File: config.mk
export PLATFORM = sky130hd
export DESIGN_NAME = two_port_integrator_debounce
export DESIGN_NICKNAME = d
export VERILOG_FILES = /design/src/rtl/tpid_pkg.sv /design/src/rtl/two_port_integrator_debounce.sv /design/src/rtl/tpid_datapath.sv /design/src/rtl/tpid_ctrl.sv
export SDC_FILE = /design/constraint.sdc
export NUM_CORES = 1
export LEC_CHECK = 0
export BUFFER_PORTS_ARGS = -buffer_cell sky130_fd_sc_hd__buf_2
export CAP_MARGIN = 0
export CORE_UTILIZATION = 54
export CTS_CLUSTER_SIZE = 25
export DETAILED_ROUTE_END_ITERATION = 8
export PLACE_DENSITY_LB_ADDON = 0.3
export REMOVE_ABC_BUFFERS = 1
export SLEW_MARGIN = 30
export SYNTH_ARGS = -nofsm -noshare
export SYNTH_HDL_FRONTEND = slang
export SYNTH_SLANG_ARGS = --single-unit
File: constraint.sdc
create_clock -name clk -period 4 [get_ports clk]
set_input_delay 0.8 -clock clk [delete_from_list [all_inputs] [get_ports clk]]
set_output_delay 0.8 -clock clk [all_outputs]
set_load 0.02 [all_outputs]
File: src/rtl/tpid_pkg.sv
// Package for the two-port integrator debounce: widths, codes, state enum
// and the command/status structs between controller and datapath.
// No dependencies.
package tpid_pkg;

  localparam int DEF_PINS_PER_PORT = 8;
  localparam int FIELD_W           = 8;   // pin and state field width
  localparam int CNT_W             = 8;   // signed integrator width
  localparam int FLOOR_W           = 8;
  localparam int CEIL_W            = 7;
  localparam int CFG_DATA_W        = 8;
  localparam int CFG_IDX_W         = 1;

  localparam logic [FLOOR_W-1:0]  FLOOR_RESET     = 8'sd0;
  localparam logic [CEIL_W-1:0]   CEIL_RESET      = 7'd5;
  localparam logic [FIELD_W-1:0]  BTN_FORCED_MASK = 8'h01;  // button pin 0 reads high

  typedef enum logic [CFG_IDX_W-1:0] {
    REG_FLOOR   = 1'b0,
    REG_CEILING = 1'b1
  } cfg_reg_t;

  typedef enum logic [1:0] {
    SRC_NONE = 2'd0,
    SRC_BTN  = 2'd1,
    SRC_ENC  = 2'd2
  } src_t;

  typedef enum logic {
    PORT_BTN = 1'b0,
    PORT_ENC = 1'b1
  } port_t;

  typedef enum logic [2:0] {
    ST_IDLE,
    ST_BTN_CHK,
    ST_BTN_SCAN,
    ST_ENC_CHK,
    ST_ENC_SCAN,
    ST_FINISH
  } state_t;

  typedef struct packed {
    logic  load_in;   // capture pins of the accepted item
    logic  clr_idx;   // restart pin scan at pin 0
    logic  step;      // integrate one pin of the selected port
    port_t port;
    logic  out_load;  // move debounced state into the output register
    src_t  src;
  } tpid_cmd_t;

  typedef struct packed {
    logic btn_mismatch;
    logic enc_mismatch;
    logic changed;    // pin under scan flips its debounced bit
    logic last_pin;
    logic out_busy;   // output register full and not taken this cycle
  } tpid_sts_t;

endpackage

File: src/rtl/two_port_integrator_debounce.sv
// Top level of the two-port integrator debounce.
// Depends on tpid_pkg, tpid_ctrl and tpid_datapath.
//
// Usage:
//   One input item is one debounce tick: the raw active-low button and
//   encoder port levels. Button pin 0 always reads as released. Each item
//   yields exactly one result: the debounced button and encoder bits after
//   the tick and which port changed (none, buttons, encoder). Both channels
//   are valid/ready; an item moves when valid and ready are both high at a
//   rising edge. The user must write limits on the cfg port (index 0 floor,
//   signed; index 1 ceiling) only while no tick is in flight; not enforced.
// Timing:
//   The controller scans one pin per cycle, button port first, then the
//   encoder port. A port whose bits already match its pins is skipped.
//   A new item is accepted only after the previous result is loaded into
//   the output register. The scan runs through the single integrator step.
// Reset (synchronous, active low) clears all integrators and debounced
// bits and loads floor 0, ceiling 5. A stalled receiver keeps the result
// in the output register; the next item can still be accepted and is held
// at its final step until the output register frees up.
module two_port_integrator_debounce import tpid_pkg::*; #(
  parameter int PINS_PER_PORT = DEF_PINS_PER_PORT
) (
  input  logic                  clk,
  input  logic                  rst_n,
  input  logic                  in_valid,
  output logic                  in_ready,
  input  logic [FIELD_W-1:0]    in_button_pins,
  input  logic [FIELD_W-1:0]    in_encoder_pins,
  output logic                  out_valid,
  input  logic                  out_ready,
  output logic [FIELD_W-1:0]    out_button_state,
  output logic [FIELD_W-1:0]    out_encoder_state,
  output logic [1:0]            out_change_source,
  input  logic                  cfg_write_en,
  input  logic [CFG_IDX_W-1:0]  cfg_index,
  input  logic [CFG_DATA_W-1:0] cfg_data
);

  tpid_cmd_t cmd;
  tpid_sts_t sts;

  // sequencing: port checks, pin scan, hand-off to output register
  tpid_ctrl u_ctrl (
    .clk      (clk),
    .rst_n    (rst_n),
    .in_valid (in_valid),
    .in_ready (in_ready),
    .sts_i    (sts),
    .cmd_o    (cmd)
  );

  // integrators, debounced bits, limits and the result register
  tpid_datapath #(
    .PINS_PER_PORT (PINS_PER_PORT)
  ) u_dp (
    .clk               (clk),
    .rst_n             (rst_n),
    .in_button_pins    (in_button_pins),
    .in_encoder_pins   (in_encoder_pins),
    .cfg_write_en      (cfg_write_en),
    .cfg_index         (cfg_index),
    .cfg_data          (cfg_data),
    .cmd_i             (cmd),
    .sts_o             (sts),
    .out_ready         (out_ready),
    .out_valid         (out_valid),
    .out_button_state  (out_button_state),
    .out_encoder_state (out_encoder_state),
    .out_change_source (out_change_source)
  );

endmodule

File: src/rtl/tpid_datapath.sv
// Datapath of the two-port integrator debounce: config registers, pin
// capture, per-pin integrators, debounced bits and the output register.
// Depends on tpid_pkg.
module tpid_datapath import tpid_pkg::*; #(
  parameter int PINS_PER_PORT = DEF_PINS_PER_PORT
) (
  input  logic                  clk,
  input  logic                  rst_n,
  input  logic [FIELD_W-1:0]    in_button_pins,
  input  logic [FIELD_W-1:0]    in_encoder_pins,
  input  logic                  cfg_write_en,
  input  logic [CFG_IDX_W-1:0]  cfg_index,
  input  logic [CFG_DATA_W-1:0] cfg_data,
  input  tpid_cmd_t             cmd_i,
  output tpid_sts_t             sts_o,
  input  logic                  out_ready,
  output logic                  out_valid,
  output logic [FIELD_W-1:0]    out_button_state,
  output logic [FIELD_W-1:0]    out_encoder_state,
  output logic [1:0]            out_change_source
);

  localparam int IDX_W = (PINS_PER_PORT > 1) ? $clog2(PINS_PER_PORT) : 1;
  localparam logic [IDX_W-1:0] LAST_IDX = IDX_W'(PINS_PER_PORT - 1);

  logic signed [FLOOR_W-1:0]     floor_r;
  logic        [CEIL_W-1:0]      ceil_r;
  logic [PINS_PER_PORT-1:0]      btn_pins_r, enc_pins_r;
  logic [PINS_PER_PORT-1:0]      btn_pins_in, enc_pins_in;
  logic [CNT_W-1:0]              btn_cnt_r [PINS_PER_PORT];
  logic [CNT_W-1:0]              enc_cnt_r [PINS_PER_PORT];
  logic [CNT_W-1:0]              btn_cnt_nxt [PINS_PER_PORT];
  logic [CNT_W-1:0]              enc_cnt_nxt [PINS_PER_PORT];
  logic [PINS_PER_PORT-1:0]      btn_bits_r, enc_bits_r, btn_bits_nxt, enc_bits_nxt;
  logic [IDX_W-1:0]              idx_r, idx_nxt;
  logic                          out_valid_r, out_valid_nxt;
  logic [FIELD_W-1:0]            out_btn_r, out_enc_r, btn_bits8, enc_bits8;
  logic [1:0]                    out_src_r;

  // current pin
  logic                          pin;
  logic                          cur_bit, new_bit;
  logic [CNT_W-1:0]              cur_cnt, new_cnt;
  logic signed [CNT_W:0]         up_val, dn_val, floor_ext, ceil_ext;
  logic                          up_hit, dn_hit;

  // Map the 8-bit fields onto the scanned pins; missing pins read low.
  always_comb begin
    for (int i = 0; i < PINS_PER_PORT; i++) begin
      if (i < FIELD_W) begin
        btn_pins_in[i] = in_button_pins[i % FIELD_W];
        enc_pins_in[i] = in_encoder_pins[i % FIELD_W];
      end else begin
        btn_pins_in[i] = 1'b0;
        enc_pins_in[i] = 1'b0;
      end
    end
    btn_pins_in[0] = btn_pins_in[0] | BTN_FORCED_MASK[0];
  end

  always_comb begin
    for (int j = 0; j < FIELD_W; j++) begin
      if (j < PINS_PER_PORT) begin
        btn_bits8[j] = btn_bits_r[j % PINS_PER_PORT];
        enc_bits8[j] = enc_bits_r[j % PINS_PER_PORT];
      end else begin
        btn_bits8[j] = 1'b0;
        enc_bits8[j] = 1'b0;
      end
    end
  end

  // Integrator step for the selected pin.
  always_comb begin
    if (cmd_i.port == PORT_ENC) begin
      pin     = enc_pins_r[idx_r];
      cur_bit = enc_bits_r[idx_r];
      cur_cnt = enc_cnt_r[idx_r];
    end else begin
      pin     = btn_pins_r[idx_r];
      cur_bit = btn_bits_r[idx_r];
      cur_cnt = btn_cnt_r[idx_r];
    end
    up_val    = $signed({cur_cnt[CNT_W-1], cur_cnt}) + (CNT_W+1)'(1);
    dn_val    = $signed({cur_cnt[CNT_W-1], cur_cnt}) - (CNT_W+1)'(1);
    floor_ext = $signed({floor_r[FLOOR_W-1], floor_r});
    ceil_ext  = $signed({2'b00, ceil_r});
    dn_hit    = dn_val < floor_ext;
    // encoder asserts strictly above the ceiling, buttons at it
    up_hit    = (cmd_i.port == PORT_ENC) ? (up_val > ceil_ext) : (up_val >= ceil_ext);
    if (pin) begin
      new_cnt = dn_hit ? floor_r : dn_val[CNT_W-1:0];
      new_bit = dn_hit ? 1'b0 : cur_bit;
    end else begin
      new_cnt = up_hit ? {1'b0, ceil_r} : up_val[CNT_W-1:0];
      new_bit = up_hit ? 1'b1 : cur_bit;
    end
  end

  always_comb begin
    btn_cnt_nxt  = btn_cnt_r;
    enc_cnt_nxt  = enc_cnt_r;
    btn_bits_nxt = btn_bits_r;
    enc_bits_nxt = enc_bits_r;
    idx_nxt      = idx_r;
    if (cmd_i.clr_idx) begin
      idx_nxt = '0;
    end else if (cmd_i.step) begin
      idx_nxt = idx_r + IDX_W'(1);
    end
    if (cmd_i.step) begin
      if (cmd_i.port == PORT_ENC) begin
        enc_cnt_nxt[idx_r]  = new_cnt;
        enc_bits_nxt[idx_r] = new_bit;
      end else begin
        btn_cnt_nxt[idx_r]  = new_cnt;
        btn_bits_nxt[idx_r] = new_bit;
      end
    end
    out_valid_nxt = out_valid_r;
    if (cmd_i.out_load) begin
      out_valid_nxt = 1'b1;
    end else if (out_ready) begin
      out_valid_nxt = 1'b0;
    end
  end

  always_ff @(posedge clk) begin
    if (!rst_n) begin
      floor_r     <= FLOOR_RESET;
      ceil_r      <= CEIL_RESET;
      btn_bits_r  <= '0;
      enc_bits_r  <= '0;
      idx_r       <= '0;
      out_valid_r <= 1'b0;
      for (int k = 0; k < PINS_PER_PORT; k++) begin
        btn_cnt_r[k] <= '0;
        enc_cnt_r[k] <= '0;
      end
    end else begin
      if (cfg_write_en) begin
        case (cfg_reg_t'(cfg_index))
          REG_FLOOR:   floor_r <= cfg_data[FLOOR_W-1:0];
          REG_CEILING: ceil_r  <= cfg_data[CEIL_W-1:0];
          default:     ;
        endcase
      end
      btn_bits_r  <= btn_bits_nxt;
      enc_bits_r  <= enc_bits_nxt;
      idx_r       <= idx_nxt;
      out_valid_r <= out_valid_nxt;
      btn_cnt_r   <= btn_cnt_nxt;
      enc_cnt_r   <= enc_cnt_nxt;
    end
  end

  always_ff @(posedge clk) begin
    if (cmd_i.load_in) begin
      btn_pins_r <= btn_pins_in;
      enc_pins_r <= enc_pins_in;
    end
    if (cmd_i.out_load) begin
      out_btn_r <= btn_bits8;
      out_enc_r <= enc_bits8;
      out_src_r <= cmd_i.src;
    end
  end

  assign sts_o.btn_mismatch = |(btn_bits_r ^ ~btn_pins_r);
  assign sts_o.enc_mismatch = |(enc_bits_r ^ ~enc_pins_r);
  assign sts_o.changed      = new_bit != cur_bit;
  assign sts_o.last_pin     = idx_r == LAST_IDX;
  assign sts_o.out_busy     = out_valid_r && !out_ready;

  assign out_valid         = out_valid_r;
  assign out_button_state  = out_btn_r;
  assign out_encoder_state = out_enc_r;
  assign out_change_source = out_src_r;

  // at most one debounced bit moves per scan step
  a_one_bit: assert property (@(posedge clk) disable iff (!rst_n)
    cmd_i.step |=> ($countones({btn_bits_r, enc_bits_r} ^
                               $past({btn_bits_r, enc_bits_r})) <= 1))
    else $error("more than one debounced bit changed in a step");

  a_bits_hold: assert property (@(posedge clk) disable iff (!rst_n)
    !cmd_i.step |=> ($stable(btn_bits_r) && $stable(enc_bits_r)))
    else $error("debounced bits changed outside a scan step");

  a_out_load: assert property (@(posedge clk) disable iff (!rst_n)
    cmd_i.out_load |=> (out_valid_r && out_src_r == $past(cmd_i.src)))
    else $error("output register not loaded");

endmodule

File: src/rtl/tpid_ctrl.sv
// Controller of the two-port integrator debounce: sequences the port
// checks and the pin-by-pin scan, and hands the result to the output stage.
// Depends on tpid_pkg.
module tpid_ctrl import tpid_pkg::*; (
  input  logic      clk,
  input  logic      rst_n,
  input  logic      in_valid,
  output logic      in_ready,
  input  tpid_sts_t sts_i,
  output tpid_cmd_t cmd_o
);

  state_t state_r, state_nxt;
  src_t   src_r, src_nxt;

  // next state
  always_comb begin
    state_nxt = state_r;
    src_nxt   = src_r;
    case (state_r)
      ST_IDLE: begin
        if (in_valid) begin
          state_nxt = ST_BTN_CHK;
        end
      end
      ST_BTN_CHK: begin
        state_nxt = sts_i.btn_mismatch ? ST_BTN_SCAN : ST_ENC_CHK;
      end
      ST_BTN_SCAN: begin
        if (sts_i.changed) begin
          src_nxt   = SRC_BTN;
          state_nxt = ST_FINISH;
        end else if (sts_i.last_pin) begin
          state_nxt = ST_ENC_CHK;
        end
      end
      ST_ENC_CHK: begin
        if (sts_i.enc_mismatch) begin
          state_nxt = ST_ENC_SCAN;
        end else begin
          src_nxt   = SRC_NONE;
          state_nxt = ST_FINISH;
        end
      end
      ST_ENC_SCAN: begin
        if (sts_i.changed) begin
          src_nxt   = SRC_ENC;
          state_nxt = ST_FINISH;
        end else if (sts_i.last_pin) begin
          src_nxt   = SRC_NONE;
          state_nxt = ST_FINISH;
        end
      end
      ST_FINISH: begin
        if (!sts_i.out_busy) begin
          state_nxt = ST_IDLE;
        end
      end
      default: state_nxt = ST_IDLE;
    endcase
  end

  // outputs
  always_comb begin
    in_ready      = 1'b0;
    cmd_o.load_in = 1'b0;
    cmd_o.clr_idx = 1'b0;
    cmd_o.step    = 1'b0;
    cmd_o.port    = PORT_BTN;
    cmd_o.out_load = 1'b0;
    cmd_o.src     = src_r;
    case (state_r)
      ST_IDLE: begin
        in_ready      = 1'b1;
        cmd_o.load_in = in_valid;
        cmd_o.clr_idx = 1'b1;
      end
      ST_BTN_CHK: begin
        cmd_o.clr_idx = 1'b1;
      end
      ST_BTN_SCAN: begin
        cmd_o.step    = 1'b1;
        cmd_o.clr_idx = sts_i.last_pin;
      end
      ST_ENC_CHK: begin
        cmd_o.clr_idx = 1'b1;
        cmd_o.port    = PORT_ENC;
      end
      ST_ENC_SCAN: begin
        cmd_o.step = 1'b1;
        cmd_o.port = PORT_ENC;
      end
      ST_FINISH: begin
        cmd_o.out_load = !sts_i.out_busy;
      end
      default: ;
    endcase
  end

  always_ff @(posedge clk) begin
    if (!rst_n) begin
      state_r <= ST_IDLE;
      src_r   <= SRC_NONE;
    end else begin
      state_r <= state_nxt;
      src_r   <= src_nxt;
    end
  end

  a_accept_starts: assert property (@(posedge clk) disable iff (!rst_n)
    (in_valid && in_ready) |=> (state_r == ST_BTN_CHK))
    else $error("accepted item did not start the button check");

  a_change_ends: assert property (@(posedge clk) disable iff (!rst_n)
    (cmd_o.step && sts_i.changed) |=>
      (state_r == ST_FINISH && src_r != SRC_NONE))
    else $error("state change did not end the tick");

  a_finish_holds: assert property (@(posedge clk) disable iff (!rst_n)
    (state_r == ST_FINISH && sts_i.out_busy) |=>
      (state_r == ST_FINISH && $stable(src_r)))
    else $error("result dropped while output stage was full");

endmodule

Yosys cells after proc, flatten, opt, wreduce, memory -nomap -nowiden
Index checks and enable logic that the tools add are counted.
{"block": "totals", "elab_cells": 134, "regBits": 201, "in_bits": 30, "out_inout_bits": 20}
{"block": "classes", "n_lt_le_gt_ge": 7, "n_addsub": 3, "reduce_logical": 20, "bitwise": 8, "eq_ne": 13, "muxes": 54}
{"cell": "64-bit bitwise mux", "count": 2}
{"cell": "8-bit 2-to-1 mux", "count": 9}
{"cell": "8-bit binary-select mux with 3-bit select", "count": 2}
{"cell": "8-bit demux with 3-bit select", "count": 1}
{"cell": "1-bit 2-to-1 mux", "count": 20}
{"cell": "3-bit 2-to-1 mux", "count": 6}
{"cell": "3-bit case mux with 6 select lines", "count": 1}
{"cell": "8-bit bitwise mux", "count": 2}
{"cell": "8-bit inverter", "count": 2}
{"cell": "8-bit OR reduction", "count": 2}
{"cell": "8-bit bitwise XOR", "count": 2}
{"cell": "1-bit binary-select mux with 3-bit select", "count": 4}
{"cell": "8-bit by 2-bit adder with 9-bit output, second input constant", "count": 1}
{"cell": "3-bit equality test, second input constant", "count": 3}
{"cell": "9-bit by 8-bit greater-or-equal comparator with 1-bit output", "count": 1}
{"cell": "9-bit by 8-bit greater-than comparator with 1-bit output", "count": 1}
{"cell": "9-bit by 8-bit less-than comparator with 1-bit output", "count": 1}
{"cell": "8-bit by 2-bit subtractor with 9-bit output, second input constant", "count": 1}
{"cell": "2-bit 2-to-1 mux", "count": 4}
{"cell": "2-bit inequality test, second input constant", "count": 4}
{"cell": "2-bit AND reduction", "count": 4}
{"cell": "4-bit AND reduction", "count": 2}
{"cell": "3-bit by 2-bit equality test with 1-bit output, second input constant", "count": 2}
{"cell": "3-bit inequality test, second input constant", "count": 2}
{"cell": "other kinds (19)", "count": 26}

Logic depth before layout (Yosys ltp)
Gate-level depths: netlist of the first run.
{"block": "depth", "word_depth": 13, "ltp_mapped": 24, "depth_no_buf": 20}

Cells and area by module
From an unflattened synthesis of the first run, not the netlist that was laid out.
{"block": "hier_totals", "hier_cells": 1053, "area_unflattened_um2": 9974.6}
{"mod": "tpid_datapath", "area_per_inst_um2": 9606.7, "instances": 1, "cells_each": 1005, "seq_area_each_um2": 4254.1}
{"mod": "tpid_ctrl", "area_per_inst_um2": 367.9, "instances": 1, "cells_each": 48, "seq_area_each_um2": 100.1}

Worst setup path before layout of the first run
Ideal clock, no wire load.
{"block": "synth_timing", "path_type": "register to register", "start": "reg u_dp.idx_r[0]", "end": "reg u_dp.enc_cnt_r[22] (netlist bit)", "t_arrival_ps": 4304, "synth_period_minus_slack_ps": 4430, "required_ps": 3874, "setup_ps": 126, "slack_ps": -430, "stages_incl_launch_ff": 21, "n_path_buf": 3, "path_cell_list": "dfxtp_1 buf_4 buf_6 mux4_2 mux2i_1 a22o_1 o21ai_0 nor4_2 nand3_1 xor2_1 ha_1 a2111o_1 a31oi_1 a22o_1 a31oi_2 inv_1 nor2_1 a22o_1 a21oi_4 buf_6 a21oi_2"}
{"block": "synth_via", "elab_chain_cells": 11, "word_cells_on_any_way": 28, "cone_classes": "2 x add/sub; 5 x order compare; 19 x mux; 1 x bitwise; 1 x reduce/logical"}
{"element": "start, declared", "line_no": "tpid_datapath.sv:35", "source": "logic [IDX_W-1:0] idx_r, idx_nxt;"}
{"element": "start signal, assigned", "line_no": "tpid_datapath.sv:150", "source": "idx_r <= idx_nxt;"}
{"element": "3-bit inverter with 4-bit output (implied by the code)", "line_no": "tpid_datapath.sv:78, tpid_datapath.sv:82, tpid_datapath.sv:113"}
{"element": "8-bit binary-select mux with 3-bit select, on equally long branches", "line_no": "tpid_datapath.sv:82, tpid_datapath.sv:78"}
{"element": "8-bit 2-to-1 mux, on equally long branches (2 in a row)", "line_no": "tpid_datapath.sv:82, tpid_datapath.sv:78"}
{"element": "8-bit 2-to-1 mux", "line_no": "tpid_datapath.sv:75", "source": "if (cmd_i.port == PORT_ENC) begin"}
{"element": "8-bit by 2-bit adder with 9-bit output", "line_no": "tpid_datapath.sv:84", "source": "up_val = $signed({cur_cnt[CNT_W-1], cur_cnt}) + (CNT_W+1)'(1);"}
{"element": "9-bit by 8-bit greater-or-equal comparator with 1-bit output / 9-bit by 8-bit greater-than comparator with 1-bit output (equally long branches)", "line_no": "tpid_datapath.sv:90", "source": "up_hit = (cmd_i.port == PORT_ENC) ? (up_val > ceil_ext) : (up_val >= ceil_ext);"}
{"element": "1-bit 2-to-1 mux", "line_no": "tpid_datapath.sv:90"}
{"element": "8-bit 2-to-1 mux", "line_no": "tpid_datapath.sv:95", "source": "new_cnt = up_hit ? {1'b0, ceil_r} : up_val[CNT_W-1:0];"}
{"element": "8-bit 2-to-1 mux", "line_no": "tpid_datapath.sv:91", "source": "if (pin) begin"}
{"element": "64-bit bitwise mux (*)", "line_no": "tpid_datapath.sv:113", "source": "enc_cnt_nxt[idx_r] = new_cnt;"}
{"element": "end signal, assigned", "line_no": "tpid_datapath.sv:153", "source": "enc_cnt_r <= enc_cnt_nxt;"}
{"element": "end, declared", "line_no": "tpid_datapath.sv:31", "source": "logic [CNT_W-1:0] enc_cnt_r [PINS_PER_PORT];"}
Every way passes the cells marked *; elsewhere a longest branch is shown, timed or not. The select of a mux whose other input is x is not followed.
A chain may end at the register's enable or synchronous reset.

Worst setup path after layout of the first run
{"block": "layout_timing", "start": "reg u_dp.idx_r[0]", "end": "reg u_dp.btn_cnt_r[13] (netlist bit)"}
{"block": "layout_via", "elab_chain_cells": 11, "word_cells_on_any_way": 28, "cone_classes": "2 x add/sub; 5 x order compare; 19 x mux; 1 x bitwise; 1 x reduce/logical"}
{"element": "3-bit inverter with 4-bit output (implied by the code)", "line_no": "tpid_datapath.sv:78, tpid_datapath.sv:82, tpid_datapath.sv:116"}
{"element": "8-bit binary-select mux with 3-bit select, on equally long branches", "line_no": "tpid_datapath.sv:82, tpid_datapath.sv:78"}
{"element": "8-bit 2-to-1 mux, on equally long branches (2 in a row)", "line_no": "tpid_datapath.sv:82, tpid_datapath.sv:78"}
{"element": "8-bit 2-to-1 mux", "line_no": "tpid_datapath.sv:75"}
{"element": "8-bit by 2-bit adder with 9-bit output", "line_no": "tpid_datapath.sv:84"}
{"element": "9-bit by 8-bit greater-or-equal comparator with 1-bit output / 9-bit by 8-bit greater-than comparator with 1-bit output (equally long branches)", "line_no": "tpid_datapath.sv:90"}
{"element": "1-bit 2-to-1 mux", "line_no": "tpid_datapath.sv:90"}
{"element": "8-bit 2-to-1 mux", "line_no": "tpid_datapath.sv:95"}
{"element": "8-bit 2-to-1 mux", "line_no": "tpid_datapath.sv:91"}
{"element": "64-bit bitwise mux (*)", "line_no": "tpid_datapath.sv:116", "source": "btn_cnt_nxt[idx_r] = new_cnt;"}
{"element": "end signal, assigned", "line_no": "tpid_datapath.sv:152", "source": "btn_cnt_r <= btn_cnt_nxt;"}
{"element": "end, declared", "line_no": "tpid_datapath.sv:30", "source": "logic [CNT_W-1:0] btn_cnt_r [PINS_PER_PORT];"}
Marks and branches as above.

==> metrics.md, run 1 <==
| Metric | Value |
|---|---|
| Top-count cell post-synth | `dfxtp_1` |
| Simple-gate share of the synthesized area | `12.22%` |
| # H-tree levels | `1` |
| Critical path class | `register to register` |
| Area of the core | `~17000 sq um` |
| R2R setup slack | `-0.59 ns` |
| Vias in the first global route | `8412` |
| Detailed-route vias per instance | `6.165` |
| Synth cell count leaders | `dfxtp_1, a21oi_1, o21ai_0, nor2_1, nand2_1` |
| Antenna violations before repair | `0` |
| TritonCTS clock tree | `built` |
| Diodes inserted | `0` |
| Leak Pwr | `4.727 nW` |
| PwrDens | `676.7 nW/um^2` |
| Residual DRC | `0` |
| Mapped Cells | `1023` |
| Initial Util | `roughly 55%` |
| Worst skew pair latency | `0.52 ns` |
| Cell Chain, Critical Path | `buf_6 > mux2_4 > a221o_1 > a211oi_2 > nor2_2 > buf_4 > nor4_4 > nand3_2 > xor2_2 > ha_1 > a2111o_1 > a31oi_4 > a22o_1 > a31oi_4 > inv_2 > nor2_2 > a22o_1 > a21oi_4 > buf_12 > a21oi_1` |
| Crit path largest cell delay | `0.46 ns` |
| Critical Path Source Type | `register` |
| Fillers | `between 1000 and 1500` |
| Total gr overflow | `0` |
| Area occupied by multi-input gates | `between 5000 and 6000 sq um` |
| Crit path max fanout | `15` |
| Total chip power | `0.008466 W` |
| Post-DRT Antenna Nets | `0` |
| PortBufs | `48` |
| Reg2Reg Launch Point | `u_dp.idx_r[0]$_SDFFE_PP0N_` |
| Xor and xnor area share after synthesis | `2.553%` |
| # nets final | `between 1000 and 1500` |
| Mux cell area share after synthesis | `7.699%` |
| Dpl cells | `approximately 1400` |
| Die ar. | `18320 sq um` |
| Share of layout cells above drive strength 1 | `35.45%` |
| Gr usage total | `30.22%` |
| Synthesis-to-finish area growth | `30.26%` |
| Clk buf depth | `3` |
| Hold Crit Class | `input port to register` |
| Final worst path period share | `114.7%` |
| Slew @ Worst Pin | `0.9318 ns` |
| Syn avg cell area | `9.388 sq um` |
| Tmin final | `4.589 ns` |
| Top cells by area, synth | `dfxtp_1, edfxtp_1, a21oi_1` |
| Peak VDD IR | `0.0006275 V` |
| Drt total wl | `28640 um` |
| CTS Buf Count | `22` |
| FF+latch area | `4363 sq um` |
| # rows | `48` |
| Maxcap violations | `0` |
| Hold Path End | `u_dp.enc_pins_r[5]$_DFFE_PP_` |
| Post-synth design cell area | `between 9000 and 10000 sq um` |
| Post-synth top area cell | `dfxtp_1` |
| Largest net degree at the start of global routing | `91` |
| Max-slew violation count | `0` |
| Non-filler cells, final | `around 1400` |
| Die Span Y | `between 100 and 150 um` |
| Die W | `135.4 um` |
| GP Congestion | `0.8900` |
| Critical Path RT | `4.35 ns` |
| Worst Setup Slack, final | `-0.5888 ns` |
| Global-route wire length before repair | `about 44000 um` |
| Yosys reg bits | `201` |
| Max_slew headroom | `37.75%` |
| Post-layout util | `between 70 and 80%` |
| Worst r2r dst | `u_dp.btn_cnt_r[13]$_SDFFE_PN0P_` |
| Worst Reg2Reg Path Length in Cells | `20` |
| Data arrival, critical path | `4.94 ns` |
| Synth unique cells | `78` |
| Asr flop ratio synth | `0%` |
| IO Pins | `50` |
| Iter 0 DRT Violations | `780` |
| Status | `finished with violations` |
| Wire per inst | `20.16 um` |
| Initial DRT Pass Iterations | `7` |
| EDFF count, synth | `33` |
| Sequential cell area fraction in the yosys report | `45.34%` |
| Synth Area in Adders | `under 10%` |
| Post-synthesis compound-gate area fraction | `24.56%` |
| Violated checks | `negative setup slack` |
| Vias post-DR | `8761` |
| Most used DFF post-synth | `dfxtp_1` |
| Worst hold stages | `1` |
| Clock net sink count | `around 200` |
| Post-Route Skew | `0.01996 ns` |
| # setup viols final | `149` |
| CTS Hold Buffers Added | `0` |
| Largest family of logic cells by synthesized area | `compound AO/OA/AOI/OAI gates` |
| Worst Min Path Start | `in_encoder_pins[5]` |
| Ys Warns | `0` |
| Share of the synthesized area in the top cell type | `35.02%` |
| DP HPWL | `17910 um` |
| Final Hold Viols | `0` |
| CP Capture Type | `register` |
| RSZ-0062 raised after global routing | `yes` |
| Max Freq | `217.9 MHz` |
| Critical-path top delay cell | `a2111o_1` |
| Worst Setup SP | `u_dp.idx_r[0]$_SDFFE_PP0N_` |
| Worst-path clk slew | `around 0.060 ns` |
| CTS root buffer | `clkbuf_16` |
## critical path, delay by kind of cell (launching register included)
kind	cells	cell delay, ns
and+or+nand+nor	4	0.58
AOI/OAI and AO/OA	9	2.07
muxes	1	0.30
xor gates and xnor gates	1	0.17
adders and majority gates	1	0.31
DFF	1	0.42
buffers and inverters	4	0.58
## worst max path at each step
stage | end | cells after the start
2_1_floorplan | u_dp.btn_cnt_r[46]$_SDFFE_PN0P_ | 17
3_5_place_dp | u_dp.enc_cnt_r[20]$_SDFFE_PN0P_ | 21
3_3_place_gp | u_dp.enc_cnt_r[20]$_SDFFE_PN0P_ | 21
5_1_grt | u_dp.btn_cnt_r[48]$_SDFFE_PN0P_ | 23
4_1_cts | u_dp.btn_cnt_r[10]$_SDFFE_PN0P_ | 22
6_report | u_dp.btn_cnt_r[13]$_SDFFE_PN0P_ | 20
## metrics by stage
stage / TNS (ns) / instance area [sq um] / hold WS (ns) / setup WS, ns
after floorplan: -249.84 / 9206 / 0.4256 / -1.911
after global placement: -88.35 / 10880 / 0.4472 / -0.7372
after detailed placement: -98.47 / 10900 / 0.4513 / -0.7734
after CTS: -39.25 / 12100 / 0.4448 / -0.3578
after global routing: -90.69 / 12510 / 0.4474 / -0.7272
final: -70.24 / 12510 / 0.4532 / -0.5888
## logic make-up after synthesis
kind of cell	Yosys count
compound gates	391
xor+xnor	28
fa+ha+maj	19
buf+inv	101
flops	201
mux	50
simple gates	233
## registers in the layout (all words and copies together) (netlist names)
signal / cells
u_dp.idx_r: 3
u_dp.out_change_source: 2
u_ctrl.src_r: 2
u_ctrl.state_r: 3
u_dp.enc_pins_r: 8
u_dp.ceil_r: 7
u_dp.out_valid: 1
u_dp.out_button_state: 8
u_dp.btn_cnt_r: 64
u_dp.enc_cnt_r: 64
u_dp.enc_bits8: 8
u_dp.floor_r: 8
u_dp.btn_bits8: 8
u_dp.btn_pins_r: 7
u_dp.out_encoder_state: 8
## layer usage
metal	routed length [um]	part of all wire (%)	vias to the layer above	track usage, %
met5	0	0	-	0
met4	935	3.3	0	9.863
met3	2073	7.2	79	4.714
met2	13840	48	386	50.57
met1	11800	41	4241	39.81
li1	-	-	4055	-
## area by class of cell
cell class	instances	area share, %
well taps	225	2.250
clock buffers	30	4.881
clock inverters	10	0.8901
flip-flops and latches	201	34.87
multi-input cells	721	43.00
repair buffers	208	13.32
inverters	26	0.7801
## cell usage in the layout (no fill, tap or decap), drive strengths merged, types with 9 or more instances in the layout
cell type,synthesis,final
xnor2,13,13
ha,19,19
mux4,16,16
a21oi,165,165
inv,25,25
o21ai,157,157
nand3,45,45
mux2,13,13
nand2,56,56
a221oi,9,9
mux2i,21,21
buf,32,205
nor2,66,66
edfxtp,33,33
dfxtp,168,168
xor2,15,15
nor3,12,12
clkbuf,43,33
## what timing repair did
item | CTS | global route
gates resized for setup | 74 | 86
gates cloned | 2 | 2
buffers inserted | 17 | 8
pin swaps | 26 | 25
endpoints found under the setup margin | 149 | 149
## where the power goes
part           internal [W]  total (W)  switching, W
logic               0.00199    0.00431       0.00232
registers           0.00211    0.00214     0.0000340
clock network       0.00120    0.00202      0.000819
No activity file was read; power rests on OpenSTA's default activity.
==> inputs of run 2 (changes only) <==
--- a/config.mk
+++ b/config.mk
@@ -15,4 +15,5 @@
 export SLEW_MARGIN = 30
 export SYNTH_ARGS = -nofsm -noshare
 export SYNTH_HDL_FRONTEND = slang
+export SYNTH_HIERARCHICAL = 1
 export SYNTH_SLANG_ARGS = --single-unit
==> metrics.md, run 2 <==
| Metric | Value |
|---|---|
| Die Span Y | `137.9 um (+1.9%)` |
| Slew @ Worst Pin | `0.8724 ns (-0.05949 ns)` |
| Commonest non-fill, non-tap cell in the layout | `buf_4` |
| Switch share | `44.91% (+7.5 points)` |
| CP Capture Type | `register` |
| Leak Pwr | `5.065 nW (+7.2%)` |
| # setup viols final | `149 (unchanged)` |
| Post-Route Skew | `0.02450 ns (+0.004541 ns)` |
| Synth Area in Adders | `2.509% (+0.034 points)` |
| Residual DRC | `0 (unchanged)` |
| Post-synth design cell area | `9975 sq um (+3.9%)` |
| Final worst path period share | `124.7% (+10 points)` |
| Xor and xnor area share after synthesis | `2.107% (-0.45 points)` |
| # H-tree levels | `1 (unchanged)` |
| Simple-gate share of the synthesized area | `14.74% (+2.5 points)` |
| Biggest regs | `u_dp/btn_cnt_r x64, u_dp/enc_cnt_r x64` |
| Mux cell area share after synthesis | `8.567% (+0.87 points)` |
| Max Freq | `200.5 MHz (-8.0%)` |
| Total gr overflow | `0 (unchanged)` |
| Peak VDD IR | `0.003149 V (+400%)` |
| RSZ-0062 raised after global routing | `yes` |
| Share of the synthesized area in the top cell type | `33.72% (-1.3 points)` |
| Placed cell areas | `11420 sq um (+4.8%)` |
| Largest family of logic cells by synthesized area | `compound AO/OA/AOI/OAI gates` |
| TritonCTS clock tree | `built` |
| Clock net sink count | `201 (unchanged)` |
| Post-DRT Antenna Nets | `0 (unchanged)` |
| Net Sw Power | `0.006462 W (+100%)` |
| Vias in the first global route | `9515 (+13%)` |
| Synth cell count leaders | `dfxtp_1, nand2_1, a21oi_1, o21ai_0, mux2i_1` |
| Share of layout cells above drive strength 1 | `38.53% (+3.1 points)` |
| DP HPWL | `21200 um (+18%)` |
| Synth unique cells | `82 (+5.1%)` |
| Asr flop ratio synth | `0% (unchanged)` |
| Post-layout util | `75.30% (+3.2 points)` |
| Seq pwr share | `15.3% (-10 points)` |
| Mapped Cells | `1053 (+2.9%)` |
| Worst Setup Slack, final | `-0.9869 ns (-0.3980 ns)` |
| Initial Util | `55.34% (about the same)` |
| Post-synth top area cell | `dfxtp_1` |
| PwrDens | `1060 nW/um^2 (+57%)` |
| Maxcap violations | `0 (unchanged)` |
| Crit path max fanout | `8 (-7)` |
| GP Congestion | `0.9550 (+7.3%)` |
| Most frequent cells in the layout | `buf_4, dfxtp_1, nand2_1` |
| Drt total wl | `35950 um (+26%)` |
| Fillers | `1086 (-7.2%)` |
| Violated checks | `negative setup slack` |
| Cell Int Power | `0.007928 W (+50%)` |
| Hold Crit Class | `input port to register` |
| # rows | `49 (+2.1%)` |
| Sequential cell area fraction in the yosys report | `43.65% (-1.7 points)` |
| Critical Path RT | `4.43 ns (+0.08 ns)` |
| Clk network pwr share | `15.0% (-8.9 points)` |
| Diodes inserted | `0 (unchanged)` |
| Max-slew violation count | `0 (unchanged)` |
| # nets final | `1303 (+6.0%)` |
| CTS root buffer | `clkbuf_16` |
| Critical Path Source Type | `register` |
| Top cells by area, synth | `dfxtp_1, edfxtp_1, mux2i_1` |
| Die W | `137.9 um (+1.9%)` |
| Total negative slack | `-125.64 ns (-55.40 ns)` |
| EDFF count, synth | `33 (unchanged)` |
| Max_slew headroom | `41.84% (+4.1 points)` |
| CTS Buf Count | `23 (+4.5%)` |
| Final Hold Viols | `0 (unchanged)` |
| Final hold slack | `0.4370 ns (-0.01622 ns)` |
| R2R setup slack | `-0.99 ns (-0.40 ns)` |
| Yosys reg bits | `201 (unchanged)` |
| Tmin final | `4.987 ns (+0.3980 ns)` |
| Die ar. | `19020 sq um (+3.8%)` |
| Combinational cell fraction of total power | `69.6% (+19 points)` |
| Detailed-route vias per instance | `6.714 (+8.9%)` |
| Initial DRT Pass Iterations | `6 (-1)` |
| Post-synthesis compound-gate area fraction | `23.12% (-1.4 points)` |
| Most used DFF post-synth | `dfxtp_1` |
| Synthesis-to-finish area growth | `36.08%` |
| Vias post-DR | `10060 (+15%)` |
| Syn avg cell area | `9.473 sq um (+0.90%)` |
| Global-route wire length before repair | `52040 um (+19%)` |
| Gr usage total | `35.96% (+5.7 points)` |
| Wire per inst | `24.00 um (+19%)` |
| PortBufs | `48 (unchanged)` |
| Antenna violations before repair | `0 (unchanged)` |
| Critical path class | `register to register` |
| Worst-path clk slew | `0.07 ns (about the same)` |
| Data arrival, critical path | `5.41 ns (+0.47 ns)` |
| CTS Hold Buffers Added | `0 (unchanged)` |
| Ys Warns | `6 (+6)` |
| Status | `finished with violations` |
| Fin area | `13570 sq um (+8.5%)` |
| Iter 0 DRT Violations | `1413 (+81%)` |
| IO Pins | `50 (unchanged)` |
| Area of the core | `18020 sq um (+3.8%)` |
| Top-count cell post-synth | `dfxtp_1` |
| Largest net degree at the start of global routing | `84 (-7.7%)` |
| Worst skew pair latency | `0.54 ns (+0.02 ns)` |
| Clk buf depth | `3 (unchanged)` |
run 2: changes by cell type in the layout (fill, tap and decap cells not counted), sizes merged, moves of 15 or more:
cell / before / now
a21oi: 165 / 71
o21ai: 157 / 72
nand2: 56 / 134
buf: 205 / 257
o32ai: 0 / 46
nor2: 66 / 27
mux2i: 21 / 55
o22ai: 3 / 37
nand3: 45 / 21
nor2b: 8 / 25
xor2: 15 / 0
run 2: final timing paths:
check                                                  start                             endpoint  cells after the start
worst max-delay path              u_dp/idx_r[1]$_SDFFE_PP0P_      u_dp/enc_cnt_r[16]$_SDFFE_PN0P_                     23
worst min-delay path                       in_button_pins[7]         u_dp/btn_pins_r[7]$_DFFE_PP_                      1
worst max register to register    u_dp/idx_r[1]$_SDFFE_PP0P_      u_dp/enc_cnt_r[16]$_SDFFE_PN0P_                     23
worst min register to register  u_ctrl/src_r[0]$_SDFFE_PN0P_  u_dp/out_change_source[0]$_DFFE_PP_                      0
run 2: worst max-delay path, stage by stage, from the launching register on:
cell	delay, ns
dfxtp_4	0.44
buf_6	0.14
mux2i_4	0.23
o221ai_2	0.12
a221o_1	0.45
nand2_4	0.11
ha_4	0.15
inv_4	0.04
nor4_4	0.37
buf_4	0.20
and2_4	0.15
or2_4	0.13
ha_4	0.19
a21o_1	0.18
a211oi_2	0.25
nor4b_4	0.25
a221o_1	0.22
a31o_4	0.16
buf_6	0.14
nand2_2	0.06
o211ai_1	0.17
o31ai_2	0.16
buf_6	0.19
o32ai_2	0.34
run 2: cell families after synthesis:
logic type / count (synthesis)
AOI/OAI and AO/OA: 325
muxes: 75
and+or+nand+nor: 298
DFF: 201
buffers and inverters: 110
adders and majority gates: 20
xor gates and xnor gates: 24
run 2: stage by stage:
step           setup WS, ns  power [W]  cells
5_1_grt              -1.189    0.01477   1498
3_5_place_dp         -1.210   0.009009   1407
6_report            -0.9869    0.01439   1498
3_3_place_gp        -0.9447   0.008883   1407
4_1_cts             -0.5893    0.01274   1486
2_1_floorplan        -2.771   0.005233    970
run 2: layout make-up:
type	count	area, sq um	share of cell area (%)
well taps	229	286.5	2.111
multi-input cells	742	5947	43.81
clock buffers	34	668.1	4.923
inverters	27	106.4	0.7836
repair buffers	258	2087	15.38
flip-flops and latches	201	4370	32.20
clock inverters	7	107.6	0.7928
run 2: what timing repair did:
action / in CTS / in global routing
endpoints found under the hold margin: 0 / 0
pin swaps: 35 / 31
setup endpoints to repair: 149 / 149
resized for setup: 133 / 69
cloned: 1 / 1
buffers inserted: 40 / 15
run 2: routing by layer:
layer,wire [um],vias to the layer above,GRT usage (%)
li1,-,4325,-
met1,13610,4784,46.63
met2,16500,756,57.25
met3,3808,193,6.542
met4,2028,0,18.36
met5,0,-,0
run 2: power by group through the flow:
stage | logic [W] | clock network (W) | registers, W
floorplan | 0.00300 | 0 | 0.00224
global placement | 0.00665 | 0 | 0.00224
detailed placement | 0.00677 | 0 | 0.00224
CTS | 0.00838 | 0.00216 | 0.00220
global route | 0.0103 | 0.00225 | 0.00221
finish | 0.0100 | 0.00216 | 0.00221
